==> config.mk <==
export PLATFORM = sky130hd
export DESIGN_NAME = grks_queue
export DESIGN_NICKNAME = d
export VERILOG_FILES = /design/src/sv/grks_queue.sv
export SDC_FILE = /design/constraint.sdc
export NUM_CORES = 1
export LEC_CHECK = 0
export ABC_AREA = 1
export BUFFER_PORTS_ARGS = -buffer_cell sky130_fd_sc_hd__buf_2
export CAP_MARGIN = 20
export CELL_PAD_IN_SITES_DETAIL_PLACEMENT = 0
export CELL_PAD_IN_SITES_GLOBAL_PLACEMENT = 1
export CORE_MARGIN = 8
export CORE_UTILIZATION = 25
export DETAILED_ROUTE_END_ITERATION = 10
export PLACE_DENSITY = 0.48
export SLEW_MARGIN = 20
export SYNTH_ARGS = -nofsm -noshare
export SYNTH_HDL_FRONTEND = slang
export SYNTH_SLANG_ARGS = --single-unit
==> constraint.sdc <==
create_clock -name clk -period 5.62 [get_ports clk]
set_clock_uncertainty 0.1 [all_clocks]
set_input_delay 0.562 -clock clk [delete_from_list [all_inputs] [get_ports clk]]
set_output_delay 0.562 -clock clk [all_outputs]
set_load 0.02 [all_outputs]
==> src/sv/grks_queue.sv <==
// ----------------------------------------------------------------------------
// grks_queue
// Two-entry queue between the front end and the back end.
// ----------------------------------------------------------------------------
module grks_queue #(
  parameter int WIDTH = 82
) (
  input  logic             clk,
  input  logic             rst,
  input  logic             push,
  input  logic [WIDTH-1:0] push_data,
  input  logic             pop,
  output logic [WIDTH-1:0] head,
  output logic             not_empty,
  output logic             full
);

  logic [WIDTH-1:0] ent [2];
  logic             wr_ptr;
  logic             rd_ptr;
  logic [1:0]       count;

  // Store and release requests
  always_ff @(posedge clk) begin
    if (rst) begin
      wr_ptr <= 1'b0;
      rd_ptr <= 1'b0;
      count  <= 2'd0;
    end else begin
      if (push) begin
        wr_ptr <= ~wr_ptr;
      end
      if (pop) begin
        rd_ptr <= ~rd_ptr;
      end
      if (push && !pop) begin
        count <= count + 2'd1;
      end else if (pop && !push) begin
        count <= count - 2'd1;
      end
    end
  end

  always_ff @(posedge clk) begin
    if (push) begin
      ent[wr_ptr] <= push_data;
    end
  end

  assign head      = ent[rd_ptr];
  assign not_empty = (count != 2'd0);
  assign full      = (count == 2'd2);

endmodule

==> impl_metrics.env <==
export IMPL_cts_root_buf="clkbuf_16"
export IMPL_cp_max_fo=51
export IMPL_cts_htree_levels=4
export IMPL_vias_per_cell=3.88
export IMPL_antenna_found_initial=3
export IMPL_crit_arrival_ns=2.63
export IMPL_vias=3175
export IMPL_tns_ns=0
export IMPL_fin_nets=557
export IMPL_synth_warnings=0
export IMPL_drc=0
export IMPL_avgSynthCellArea_um2=22.7
export IMPL_p_leak_nw=3.25
export IMPL_core_area_mm2=0.0259
export IMPL_routedWlPerCell_um=16.4
export IMPL_cts_buffers=17
export IMPL_maxSlewHeadroom_pct=31.9
export IMPL_initial_core_util_pct=25.3
export IMPL_synth_seq_cells=169
export IMPL_cts_tree="yes"
export IMPL_tightest_slew_ns=1.02
export IMPL_syn_nets=375
export IMPL_grt_use_met2_pct=13.5
export IMPL_place_congestion=0.658
export IMPL_drt_iter0_markers=167
export IMPL_die_h_um=178
export IMPL_grt_first_pass_wirelength_mm=20.1
export IMPL_hold_violations=0
export IMPL_ys_seq_area_share_pct=76.8
export IMPL_yosysUniqueCellTypes=16
export IMPL_rows=59
export IMPL_rsz0062_at_grt="false"
export IMPL_synth_area_top_cells="edfxtp_1 (75%), mux2_4 (18%), buf_12 (2.4%)"
export IMPL_period_minus_slack_ns=3.29
export IMPL_die_area_mm2=0.0316
export IMPL_die_width_um=178
export IMPL_dp_cells=786
export IMPL_overflow=0
export IMPL_max_clock_path_buffers=2
export IMPL_powerDensity_mw_per_mm2=366
export IMPL_clk_pin_slew_worst_paths_ns=0.07
export IMPL_ir_drop_uv=158
export IMPL_grt_total_usage_pct=8.44
export IMPL_final_cell_mix="buf_2 (169), edfxtp_1 (164), mux2_4 (80)"
export IMPL_hold_class="input pin to flop"
export IMPL_synth_top_area_share_pct=75.2
export IMPL_grtUsageMet1_pct=9.64
export IMPL_grt_busiest_layer="met2"
export IMPL_place_hpwl_mm=9.04
export IMPL_stdcell_count=819
export IMPL_worstPathRequired_ns=4.96
export IMPL_ant_nets=0
export IMPL_clock_insertion_delay_worst_skew_ns=0.42
export IMPL_syn_cell_area_mm2=0.00655
export IMPL_final_util_pct=31.9
export IMPL_setup_viol=0
export IMPL_end_kind="primary output"
export IMPL_crit_chain="buf_4, mux2_4, buf_2"
export IMPL_post_cts_resized=0
export IMPL_fmax_mhz=304
export IMPL_crit_type="flop to primary output"
export IMPL_slew_viol_final=0
export IMPL_io_pins=170
export IMPL_drtPass1Iterations=4
export IMPL_fin_crit_sh_pct=58.6
export IMPL_drv_cap=0
export IMPL_hold_ws_ns=0.228
export IMPL_cts_hold_buf=0
export IMPL_critical_path_max_stage_delay_ns=1.02
export IMPL_finalWirelength_mm=13.4
export IMPL_fillerInstances=2523
export IMPL_grt_pass1_vias=3457
export IMPL_final_common_cell="buf_2"
export IMPL_synth_top_cell_by_area="edfxtp_1"
export IMPL_critical_path_slowest_cell="dfxtp_4"
export IMPL_postSynthCellCount=288
export IMPL_grt_max_degree=67
export IMPL_worstSetupStartpointType="flop"
export IMPL_cts_num_sinks=169
export IMPL_drive_above_1_share_pct=59.4
export IMPL_grtUsageMet3_pct=4.19
export IMPL_status="complete, no violations"
export IMPL_cts_setup_buffers=0
export IMPL_synthToLayoutAreaGrowth_pct=26.3
export IMPL_port_buffers=169
## worst max-delay path, delay by kind of cell, from the launching register on
family	cells	cell delay (ns)
buffers and inverters	2	0.79
flip-flops	1	1.02
multiplexers	1	0.35
## cell usage after synthesis (all sizes together)
cell type / number
dfxtp: 5
inv: 9
nand4: 1
ha: 1
nand3: 1
o21ai: 1
mux2: 82
edfxtp: 164
a21oi: 1
xnor2: 1
nor3: 1
buf: 9
nand2: 6
nor2: 6
## final cells by class
type	instances	area, µm²	area share [%]
flip-flops and latches	169	5030	60.8
repair buffers	172	868	10.5
inverters	9	36.3	0.439
diodes	1	2.50	0.0303
multi-input cells	101	1320	16.0
clock inverters	14	163	1.97
clock buffers	18	429	5.19
well taps	335	419	5.07
## metrics by stage
step / power [mW] / instance area (µm²) / worst slack, ns
after floorplan: 1.78 / 6550 / 0.958
after global placement: 1.89 / 7680 / 2.71
after detailed placement: 1.90 / 7680 / 2.66
after CTS: 3.09 / 8270 / 2.20
after global routing: 3.16 / 8270 / 2.13
final: 3.03 / 8270 / 2.33
## power by group
part,internal [mW],switching (mW)
clock network,0.668,0.504
logic,0.168,0.194
registers,1.46,0.0366
## metal layers
| layer | wire length (µm) | up-vias |
|---|---|---|
| met5 | 34 | - |
| met4 | 143 | 6 |
| met3 | 1140 | 13 |
| met2 | 6590 | 107 |
| met1 | 5490 | 1564 |
| li1 | - | 1485 |
## sequential cells by signal, summed over array words and instances (netlist names), named ones only
name and cells:
ent 164, count 2, rd_ptr 1, wr_ptr 1
## kinds of logic (layout without fill, tap and decap cells)
family	after synthesis	after routing	synth area share (%)
other	0	1	0
multiplexers	82	82	18.7
AND/OR/NAND/NOR	15	15	0.936
AO/OA/AOI/OAI	2	2	0.153
buffers and inverters	18	213	3.13
XOR/XNOR	1	1	0.134
flip-flops	169	169	76.8
adder cells (fa/ha/maj)	1	1	0.191
## final timing paths
kind                                     from    endpoint  slack, ns  cells after the start
worst max-delay path                     flop    head[44]       2.33                      3
worst min-delay path            push_data[60]  ent[0][60]       0.23                      1
worst max register to register         wr_ptr  ent[0][37]       3.45                      2
worst min register to register         rd_ptr      rd_ptr       0.42                      2
No activity file was read; power rests on OpenSTA's default activity.
