`config.mk`:
```
export PLATFORM = sky130hd
export DESIGN_NAME = grks_front
export DESIGN_NICKNAME = d
export VERILOG_FILES = /design/src/sv/grks_pkg.sv /design/src/sv/grks_front.sv
export SDC_FILE = /design/constraint.sdc
export NUM_CORES = 1
export LEC_CHECK = 0
export BUFFER_PORTS_ARGS = -buffer_cell sky130_fd_sc_hd__buf_2
export CAP_MARGIN = 20
export CORE_MARGIN = 5
export CORE_UTILIZATION = 47
export CTS_CLUSTER_SIZE = 30
export DETAILED_ROUTE_END_ITERATION = 8
export PLACE_DENSITY = 0.81
export SYNTH_ARGS = -nofsm -noshare
export SYNTH_HDL_FRONTEND = slang
export SYNTH_SLANG_ARGS = --single-unit
export TNS_END_PERCENT = 10
```
`constraint.sdc`:
```
create_clock -name clk -period 3.1 [get_ports clk]
set_clock_uncertainty 0.05 [all_clocks]
set_input_delay 0.465 -clock clk [delete_from_list [all_inputs] [get_ports clk]]
set_output_delay 0.465 -clock clk [all_outputs]
set_load 0.005 [all_outputs]
```
`src/sv/grks_pkg.sv`:
```
// ----------------------------------------------------------------------------
// grks_pkg
// Shared types and codes for the greedy radius keypoint suppression block.
// ----------------------------------------------------------------------------
package grks_pkg;

  // Fixed field widths
  localparam int R2_W       = 34;
  localparam int MK_W       = 11;
  localparam int CC_W       = 16;
  localparam int ID_W       = 16;
  localparam int ST_W       = 2;
  localparam int CFG_IDX_W  = 2;
  localparam int CFG_DATA_W = 34;

  // Configuration register indexes
  localparam logic [CFG_IDX_W-1:0] CFG_RADIUS_SQ  = 2'd0;
  localparam logic [CFG_IDX_W-1:0] CFG_MIN_KEEP   = 2'd1;
  localparam logic [CFG_IDX_W-1:0] CFG_CAND_COUNT = 2'd2;

  // Reset values of the configuration registers
  localparam logic [R2_W-1:0] RADIUS_SQ_RESET = 34'd25600;

  // Result status codes
  localparam logic [ST_W-1:0] ST_SUPPRESSED = 2'd0;
  localparam logic [ST_W-1:0] ST_KEPT       = 2'd1;
  localparam logic [ST_W-1:0] ST_FULL       = 2'd2;

  // Back end sequencer states
  typedef enum logic [1:0] {
    B_IDLE,
    B_SCAN,
    B_DRAIN,
    B_DONE
  } back_state_t;

  // Classification of one request, made by the front end
  typedef struct packed {
    logic            locked;     // stored without a test
    logic            few;        // fewer than two candidates in the set
    logic [CC_W-1:0] remaining;  // candidates still to come, this one included
    logic [ID_W-1:0] id;
  } cls_t;

  // Configuration seen by the back end
  typedef struct packed {
    logic [R2_W-1:0] radius_sq;
    logic [MK_W-1:0] min_keep;
  } cfg_t;

endpackage

```
`src/sv/grks_front.sv`:
```
// ----------------------------------------------------------------------------
// grks_front
// Accepts requests, holds the configuration registers and the candidate
// index, and classifies each request before it goes into the queue.
// ----------------------------------------------------------------------------
module grks_front #(
  parameter int COORD_BITS = 16
) (
  input  logic                             clk,
  input  logic                             rst,
  input  logic                             start,
  input  logic                             q_full,
  input  logic                             mode,
  input  logic [COORD_BITS-1:0]            x_pos,
  input  logic [COORD_BITS-1:0]            y_pos,
  input  logic [grks_pkg::ID_W-1:0]        point_id,
  input  logic                             cfg_write,
  input  logic [grks_pkg::CFG_IDX_W-1:0]   cfg_index,
  input  logic [grks_pkg::CFG_DATA_W-1:0]  cfg_data,
  output logic                             push,
  output grks_pkg::cls_t                   cls,
  output logic [COORD_BITS-1:0]            x_out,
  output logic [COORD_BITS-1:0]            y_out,
  output grks_pkg::cfg_t                   cfg
);

  logic [grks_pkg::R2_W-1:0] radius_sq;
  logic [grks_pkg::MK_W-1:0] min_keep;
  logic [grks_pkg::CC_W-1:0] cand_count;
  logic [grks_pkg::CC_W-1:0] cand_index;
  logic                      accept;

  assign accept = start & ~q_full;
  assign push   = accept;

  // Configuration registers; a new candidate count restarts the index
  always_ff @(posedge clk) begin
    if (rst) begin
      radius_sq  <= grks_pkg::RADIUS_SQ_RESET;
      min_keep   <= '0;
      cand_count <= '0;
      cand_index <= '0;
    end else begin
      if (accept && mode && (cand_index != {grks_pkg::CC_W{1'b1}})) begin
        cand_index <= cand_index + grks_pkg::CC_W'(1);
      end
      if (cfg_write) begin
        case (cfg_index)
          grks_pkg::CFG_RADIUS_SQ: radius_sq <= cfg_data[grks_pkg::R2_W-1:0];
          grks_pkg::CFG_MIN_KEEP:  min_keep  <= cfg_data[grks_pkg::MK_W-1:0];
          grks_pkg::CFG_CAND_COUNT: begin
            cand_count <= cfg_data[grks_pkg::CC_W-1:0];
            cand_index <= '0;
          end
          default: ;
        endcase
      end
    end
  end

  // Classify the request
  always_comb begin
    cls.locked    = ~mode;
    cls.few       = (cand_count < grks_pkg::CC_W'(2));
    cls.remaining = (cand_count > cand_index) ? (cand_count - cand_index) : '0;
    cls.id        = point_id;
  end

  assign x_out         = x_pos;
  assign y_out         = y_pos;
  assign cfg.radius_sq = radius_sq;
  assign cfg.min_keep  = min_keep;

endmodule

```
==> impl_results.md, run 1 <==
* Post-Syn Instances at 551
* Std cell rows at 35
* Worst Slack Setup Final at 87.0 ps
* Slowest Stage Delay on Critical Path at 420 ps
* Critical path class: register to output port
* Setup TNS at 0 ps
* GR Util All Layers at 19.0%
* Post-synth EDFFs at 0
* Routed via count at 3933
* Area delta synth->final at 13.0%
* Compound-gate portion of the synthesized area at 16.1%
* Met2 Routed Length at 5260 µm
* Total wire length at 11000 µm
* Setup WS pre-CTS at 177 ps
* Number of buffers created by CTS at 9
* CP arrival at 2500 ps
* Leak at 2.13 nW
* Width of the die at 106 µm
* F_max at 332 MHz
* Max_slew headroom at 48.7%
* Min-Delay Path Class: input pin to register
* Async SR Flop Fraction at 0%
* Die height at 106 µm
* Nets at 711
* Antenna viol nets, final at 0
* Endpoints failing hold at 0
* Final Max Slew Viols at 0
* Syn avg cell area at 7.84 µm²
* Most used DFF post-synth: dfxtp_1
* WL/cell at 15.3 µm
* Grt total ovfl at 0
* Initial core utilization at 47.4%
* Synthesized area at 0.00432 mm²
* Reg area at 0.00155 mm²
* Vias in the first global route at 3779
* Io pins at 202
* PortBufs at 105
* WL met3 at 925 µm
* H-tree depth at 3
* Slowest cell on the critical path: o31ai_2
* Post-DP HPWL at 8260 µm
* Initial antenna violation count at 0
* ANT cells at 0
* RSZ-0062 raised after global routing: yes
* Drc violations at 0
* Combinational family with the most area after synthesis: simple AND/OR/NAND/NOR gates
* Post-synthesis mux area share at 3.24%
* Top layer in use: met4
* Multi-input logic area at 0.00234 mm²
* Synthesis Warnings at 0
* Hold path depth at 3
* Register area share after synthesis at 35.7%
* Critical path capture point type: output port
* Worst VDD drop at 389 µV
* CTS max path bufs at 2
* Run status: finished, final reports clean
* CTS sink cnt at 77
* Clk_lat worst skew at 340 ps
* Total Die Area at 0.0112 mm²
* Synth unique cells at 58
* First-pass GRT wire length at 17500 µm
* Final setup viols at 0
* Worst-margin pin slew at 768 ps
* Placed insts at 700
* # fillers at 860
* Power density of the placed cells at 452 mW/mm²
* CP startpoint kind: register
* Simple-gate portion of the synthesized area at 24.1%
* Cts hold-fix bufs at 0
* Final worst-path cycle share at 97.2%
* Root buf cell: clkbuf_8
* Vias per cell at 5.47
* CTS tree: built
* Max_cap viols at 0
* #FFs+latches synth at 77
* Most frequent cells in the layout: 108 x nand2_1, 105 x buf_2, 73 x dfxtp_1, 65 x a21oi_1, 35 x nor2_1
* Min Clock Period, post-route at 3010 ps
* Xor/xnor share of the synthesized area at 2.64%
* Final Wtd Congestion at 0.876
* Worst R2R Setup Slack at 1040 ps
* Largest net degree at the start of global routing at 62
* Adder-Cell Fraction of Synth Area at 5.39%
* Finished Layout Cells at 719
* Layout cells sized above 1 at 28.1%
* FF-to-FF path depth at 6
* Initial drt markers at 175
* DRT met1 WL at 4670 µm
* Req. time, crit path at 2580 ps
* CTS clk-pin slew, worst paths at 80 ps
* Net Count, Synth at 659
* Critical-path cell list: inv_1, ha_2, a211oi_2, o31ai_2, o21ba_4, o21ai_2, nor4_1, buf_2
* Design Power at 2.21 mW
* Core box area at 0.00911 mm²
* Most common cell after layout, fill and taps aside: nand2_1
* CP max FO at 7
* 1st-pass router iterations at 6
sequential cells by signal, indices dropped and copies added (netlist names):
| register | cells |
|---|---|
| cand_index | 16 |
| radius_sq | 34 |
| min_keep | 11 |
| cand_count | 16 |
cell usage after synthesis (3+ instances only):
cell      count  area (µm²)
mux2i_1      14         140
o21ai_0      11        55.1
or3_1         4        25.0
nor4_1        9        56.3
dfxtp_1      77        1540
a31oi_1       4        25.0
and4_1        3        26.3
nand3b_1      6        45.0
nor3_1       12        60.1
clkbuf_1     19        71.3
o211ai_1      5        37.5
nand4_1       6        37.5
and2_1        3        18.8
ha_1         17         213
inv_1        25        93.8
xor2_1        4        35.0
nand2_1     108         405
nor2_1       37         139
buf_4        48         360
a21o_1        6        45.0
nand2b_1      6        37.5
nand3_1       7        35.0
a21oi_1      66         330
xnor2_1       9        78.8
o21a_1        3        22.5
cell families after synthesis:
group           Yosys count
simple gates            219
compound gates          114
buf+inv                  96
flops                    77
fa+ha+maj                18
mux                      14
xor+xnor                 13
critical path: cells and delay by family (launching register included):
family / cells / cell delay (ps)
AOI/OAI and AO/OA: 4 / 910
and+or+nand+nor: 1 / 260
buffers and inverters: 2 / 230
adders and majority gates: 1 / 390
DFF: 1 / 360
layer usage:
metal / global-route usage (%) / vias up
met3: 5.51 / 20
met1: 23.5 / 1818
met5: 0 / -
met2: 31.7 / 157
met4: 6.20 / 0
li1: - / 1938
repair_timing:
item,in CTS,in global routing
gates resized for setup,5,25
gates cloned,0,1
setup buffers,1,1
pin swaps,4,2
endpoints found under the setup margin,15,15
final timing paths:
kind / startpoint / endpoint
setup / recovery: cand_index[5] / cls[31]
hold reg to reg: radius_sq[5] / radius_sq[5]
setup reg to reg: cand_index[1] / cand_index[10]
hold / removal: cfg_data[18] / radius_sq[18]
per-stage QoR:
stage | utilization (%) | hold WS [ps] | instance area, µm²
global placement | 50.1 | 389 | 4560
CTS | 52.6 | 283 | 4790
detailed placement | 50.1 | 396 | 4560
global route | 53.6 | 294 | 4880
floorplan | - | 386 | 4320
finish | 53.6 | 307 | 4880
power by group:
part / switching [mW] / leakage, nW / internal [mW] / total [mW]
Clock: 0.356 / 0.0923 / 0.370 / 0.727
Combinational: 0.241 / 1.42 / 0.203 / 0.444
Sequential: 0.0194 / 0.627 / 1.02 / 1.04
Total: 0.617 / 2.13 / 1.59 / 2.21
cell type report:
class / count / area share [%]
clock buffer: 10 / 2.61
clock inverter: 6 / 1.31
inverter: 25 / 1.92
tap: 111 / 2.84
timing repair buffer: 111 / 11.7
sequential: 77 / 31.7
multi-input combinational: 379 / 47.9
(Power assumes the default switching activity.)
==> inputs of run 2 (changes only) <==
--- a/config.mk
+++ b/config.mk
@@ -7,8 +7,10 @@
 export LEC_CHECK = 0
 export BUFFER_PORTS_ARGS = -buffer_cell sky130_fd_sc_hd__buf_2
 export CAP_MARGIN = 20
+export CELL_PAD_IN_SITES_DETAIL_PLACEMENT = 0
+export CELL_PAD_IN_SITES_GLOBAL_PLACEMENT = 1
 export CORE_MARGIN = 5
-export CORE_UTILIZATION = 47
+export CORE_UTILIZATION = 33
 export CTS_CLUSTER_SIZE = 30
 export DETAILED_ROUTE_END_ITERATION = 8
 export PLACE_DENSITY = 0.81
==> impl_results.md, run 2 (synthesis gave the netlist of run 1 again) <==
* Most flops, register: radius_sq
* Width of the die at 124 µm (+18%)
* 1st-pass router iterations at 5 (-1)
* Max_cap viols at 0 (unchanged)
* CTS max path bufs at 2 (unchanged)
* Vias in the first global route at 3792 (+0.34%)
* Critical path capture point type: output port
* Critical path class: register to output port
* Std cell rows at 41 (+17%)
* H-tree depth at 3 (unchanged)
* Buf+Inv Stages, Crit Path at 2 (unchanged)
* Layout cells sized above 1 at 27.6% (-0.57 points)
* GR Util All Layers at 14.1% (-4.9 points)
* Worst Slack Setup Final at 130 ps (+42.9 ps)
* Endpoints failing hold at 0 (unchanged)
* Run status: finished, final reports clean
* Total Die Area at 0.0155 mm² (+38%)
* Max reg flops at 34 (unchanged)
* PortBufs at 105 (unchanged)
* Io pins at 202 (unchanged)
* WL/cell at 14.5 µm (-5.4%)
* Area delta synth->final at 16.8%
* Final Max Slew Viols at 0 (unchanged)
* Min Clock Period, post-route at 2970 ps (-42.9 ps)
* Cts hold-fix bufs at 0 (unchanged)
* Power density of the placed cells at 501 mW/mm² (+11%)
* CTS clk-pin slew, worst paths at 60 ps (-20 ps)
* Initial core utilization at 33.9% (-13 points)
* Post-DP HPWL at 8380 µm (+1.4%)
* Slowest cell on the critical path: or3_1
* Req. time, crit path at 2580 ps (about the same)
* Initial antenna violation count at 0 (unchanged)
* Top Registers: radius_sq (34), cand_count (16), cand_index (16)
* First-pass GRT wire length at 18600 µm (+5.8%)
* Initial drt markers at 296 (+69%)
* Final Wtd Congestion at 0.889 (+1.5%)
* Die height at 124 µm (+18%)
* Worst-margin pin slew at 720 ps (-48.2 ps)
* Most common cell after layout, fill and taps aside: nand2_1
* CP startpoint kind: register
* Finished Cell Area at 0.00504 mm² (+3.3%)
* Critical-path cell list: inv_1, ha_1, nand4_1, nand2b_1, or3_1, o21ai_2, nor2_1, buf_2
* Hold slack at 321 ps (+14.8 ps)
* Root buf cell: clkbuf_16
* Max_slew headroom at 51.9% (+3.2 points)
* Nets at 709 (-0.28%)
* Design Power at 2.52 mW (+14%)
* CTS sink cnt at 77 (unchanged)
* CTS tree: built
* Final worst-path cycle share at 95.8% (-1.4 points)
* Number of buffers created by CTS at 9 (unchanged)
* Slowest Stage Delay on Critical Path at 430 ps (about the same)
* Antenna viol nets, final at 0 (unchanged)
* Vias per cell at 4.99 (-8.7%)
* Leak at 2.17 nW (+1.8%)
* Post-layout util at 39.6% (-14 points)
* Worst VDD drop at 250 µV (-36%)
* Min-Delay Path Class: input pin to register
* Setup WS pre-CTS at 97.5 ps (-79.1 ps)
* Largest delay share family, worst path: simple AND/OR/NAND/NOR gates
* F_max at 337 MHz (+1.4%)
* # fillers at 1363 (+58%)
* ANT cells at 0 (unchanged)
* Final setup viols at 0 (unchanged)
* CP max FO at 7 (unchanged)
* Clk_lat worst skew at 320 ps (-20 ps)
* Largest net degree at the start of global routing at 62 (unchanged)
* Routed via count at 3886 (-1.2%)
* Drc violations at 0 (unchanged)
* CP arrival at 2460 ps (-40 ps)
* Core box area at 0.0127 mm² (+40%)
* Total wire length at 11300 µm (+2.4%)
* Most frequent cells in the layout: 108 x nand2_1, 105 x buf_2, 74 x dfxtp_1, 65 x a21oi_1, 34 x nor2_1
* Grt total ovfl at 0 (unchanged)
* Placed inst area at 0.00463 mm² (+1.5%)
run 2: changes by cell type in the layout (fill, tap and decap cells not counted), sizes merged:
cell / change
inv: +1
clkinv: -2
clkbuf: +1
buf: -2
run 2: worst min-delay path, cell delays in order:
cell,delay (ps)
buf_2,90
nand2_1,40
a21oi_1,50
run 2: through the flow:
stage | setup TNS (ps) | instances
2_1_floorplan | 0 | 551
3_3_place_gp | 0 | 760
3_5_place_dp | 0 | 760
4_1_cts | 0 | 777
5_1_grt | -1.50 | 778
6_report | 0 | 778
run 2: worst paths after layout:
path / startpoint / depth (start not counted) / slack [ps] / endpoint
max: cand_index[15] / 8 / 130 / cls[19]
min: cfg_data[23] / 3 / 320 / radius_sq[23]
max reg2reg: cand_index[1] / 6 / 1090 / cand_index[1]
min reg2reg: radius_sq[25] / 2 / 400 / radius_sq[25]
run 2: timing repair:
action | CTS | global route
endpoints found under the setup margin | 15 | 15
cloned | 0 | 1
gates resized for setup | 6 | 21
setup buffers | 1 | 0
pin swaps | 3 | 2
run 2: area by class of cell:
cell class                      count  area [µm²]  area share (%)
Timing Repair Buffer              109         556            11.0
Multi-Input combinational cell    379        2330            46.2
Tap cell                          172         215            4.27
Sequential cell                    77        1550            30.7
Clock buffer                       11         243            4.81
Inverter                           25        93.8            1.86
Clock inverter                      5        58.8            1.17
run 2: metal layers:
metal / track usage, % / wire, µm / share of wire (%)
met4: 5.42 / 201 / 1.8
met2: 20.5 / 4720 / 42
met3: 4.89 / 980 / 8.7
met1: 19.1 / 5370 / 48
met5: 0 / 0 / 0
run 2: power by group:
group / internal [mW] / total, mW / switching (mW)
Sequential: 1.02 / 1.04 / 0.0189
Combinational: 0.199 / 0.443 / 0.244
Clock: 0.647 / 1.05 / 0.399
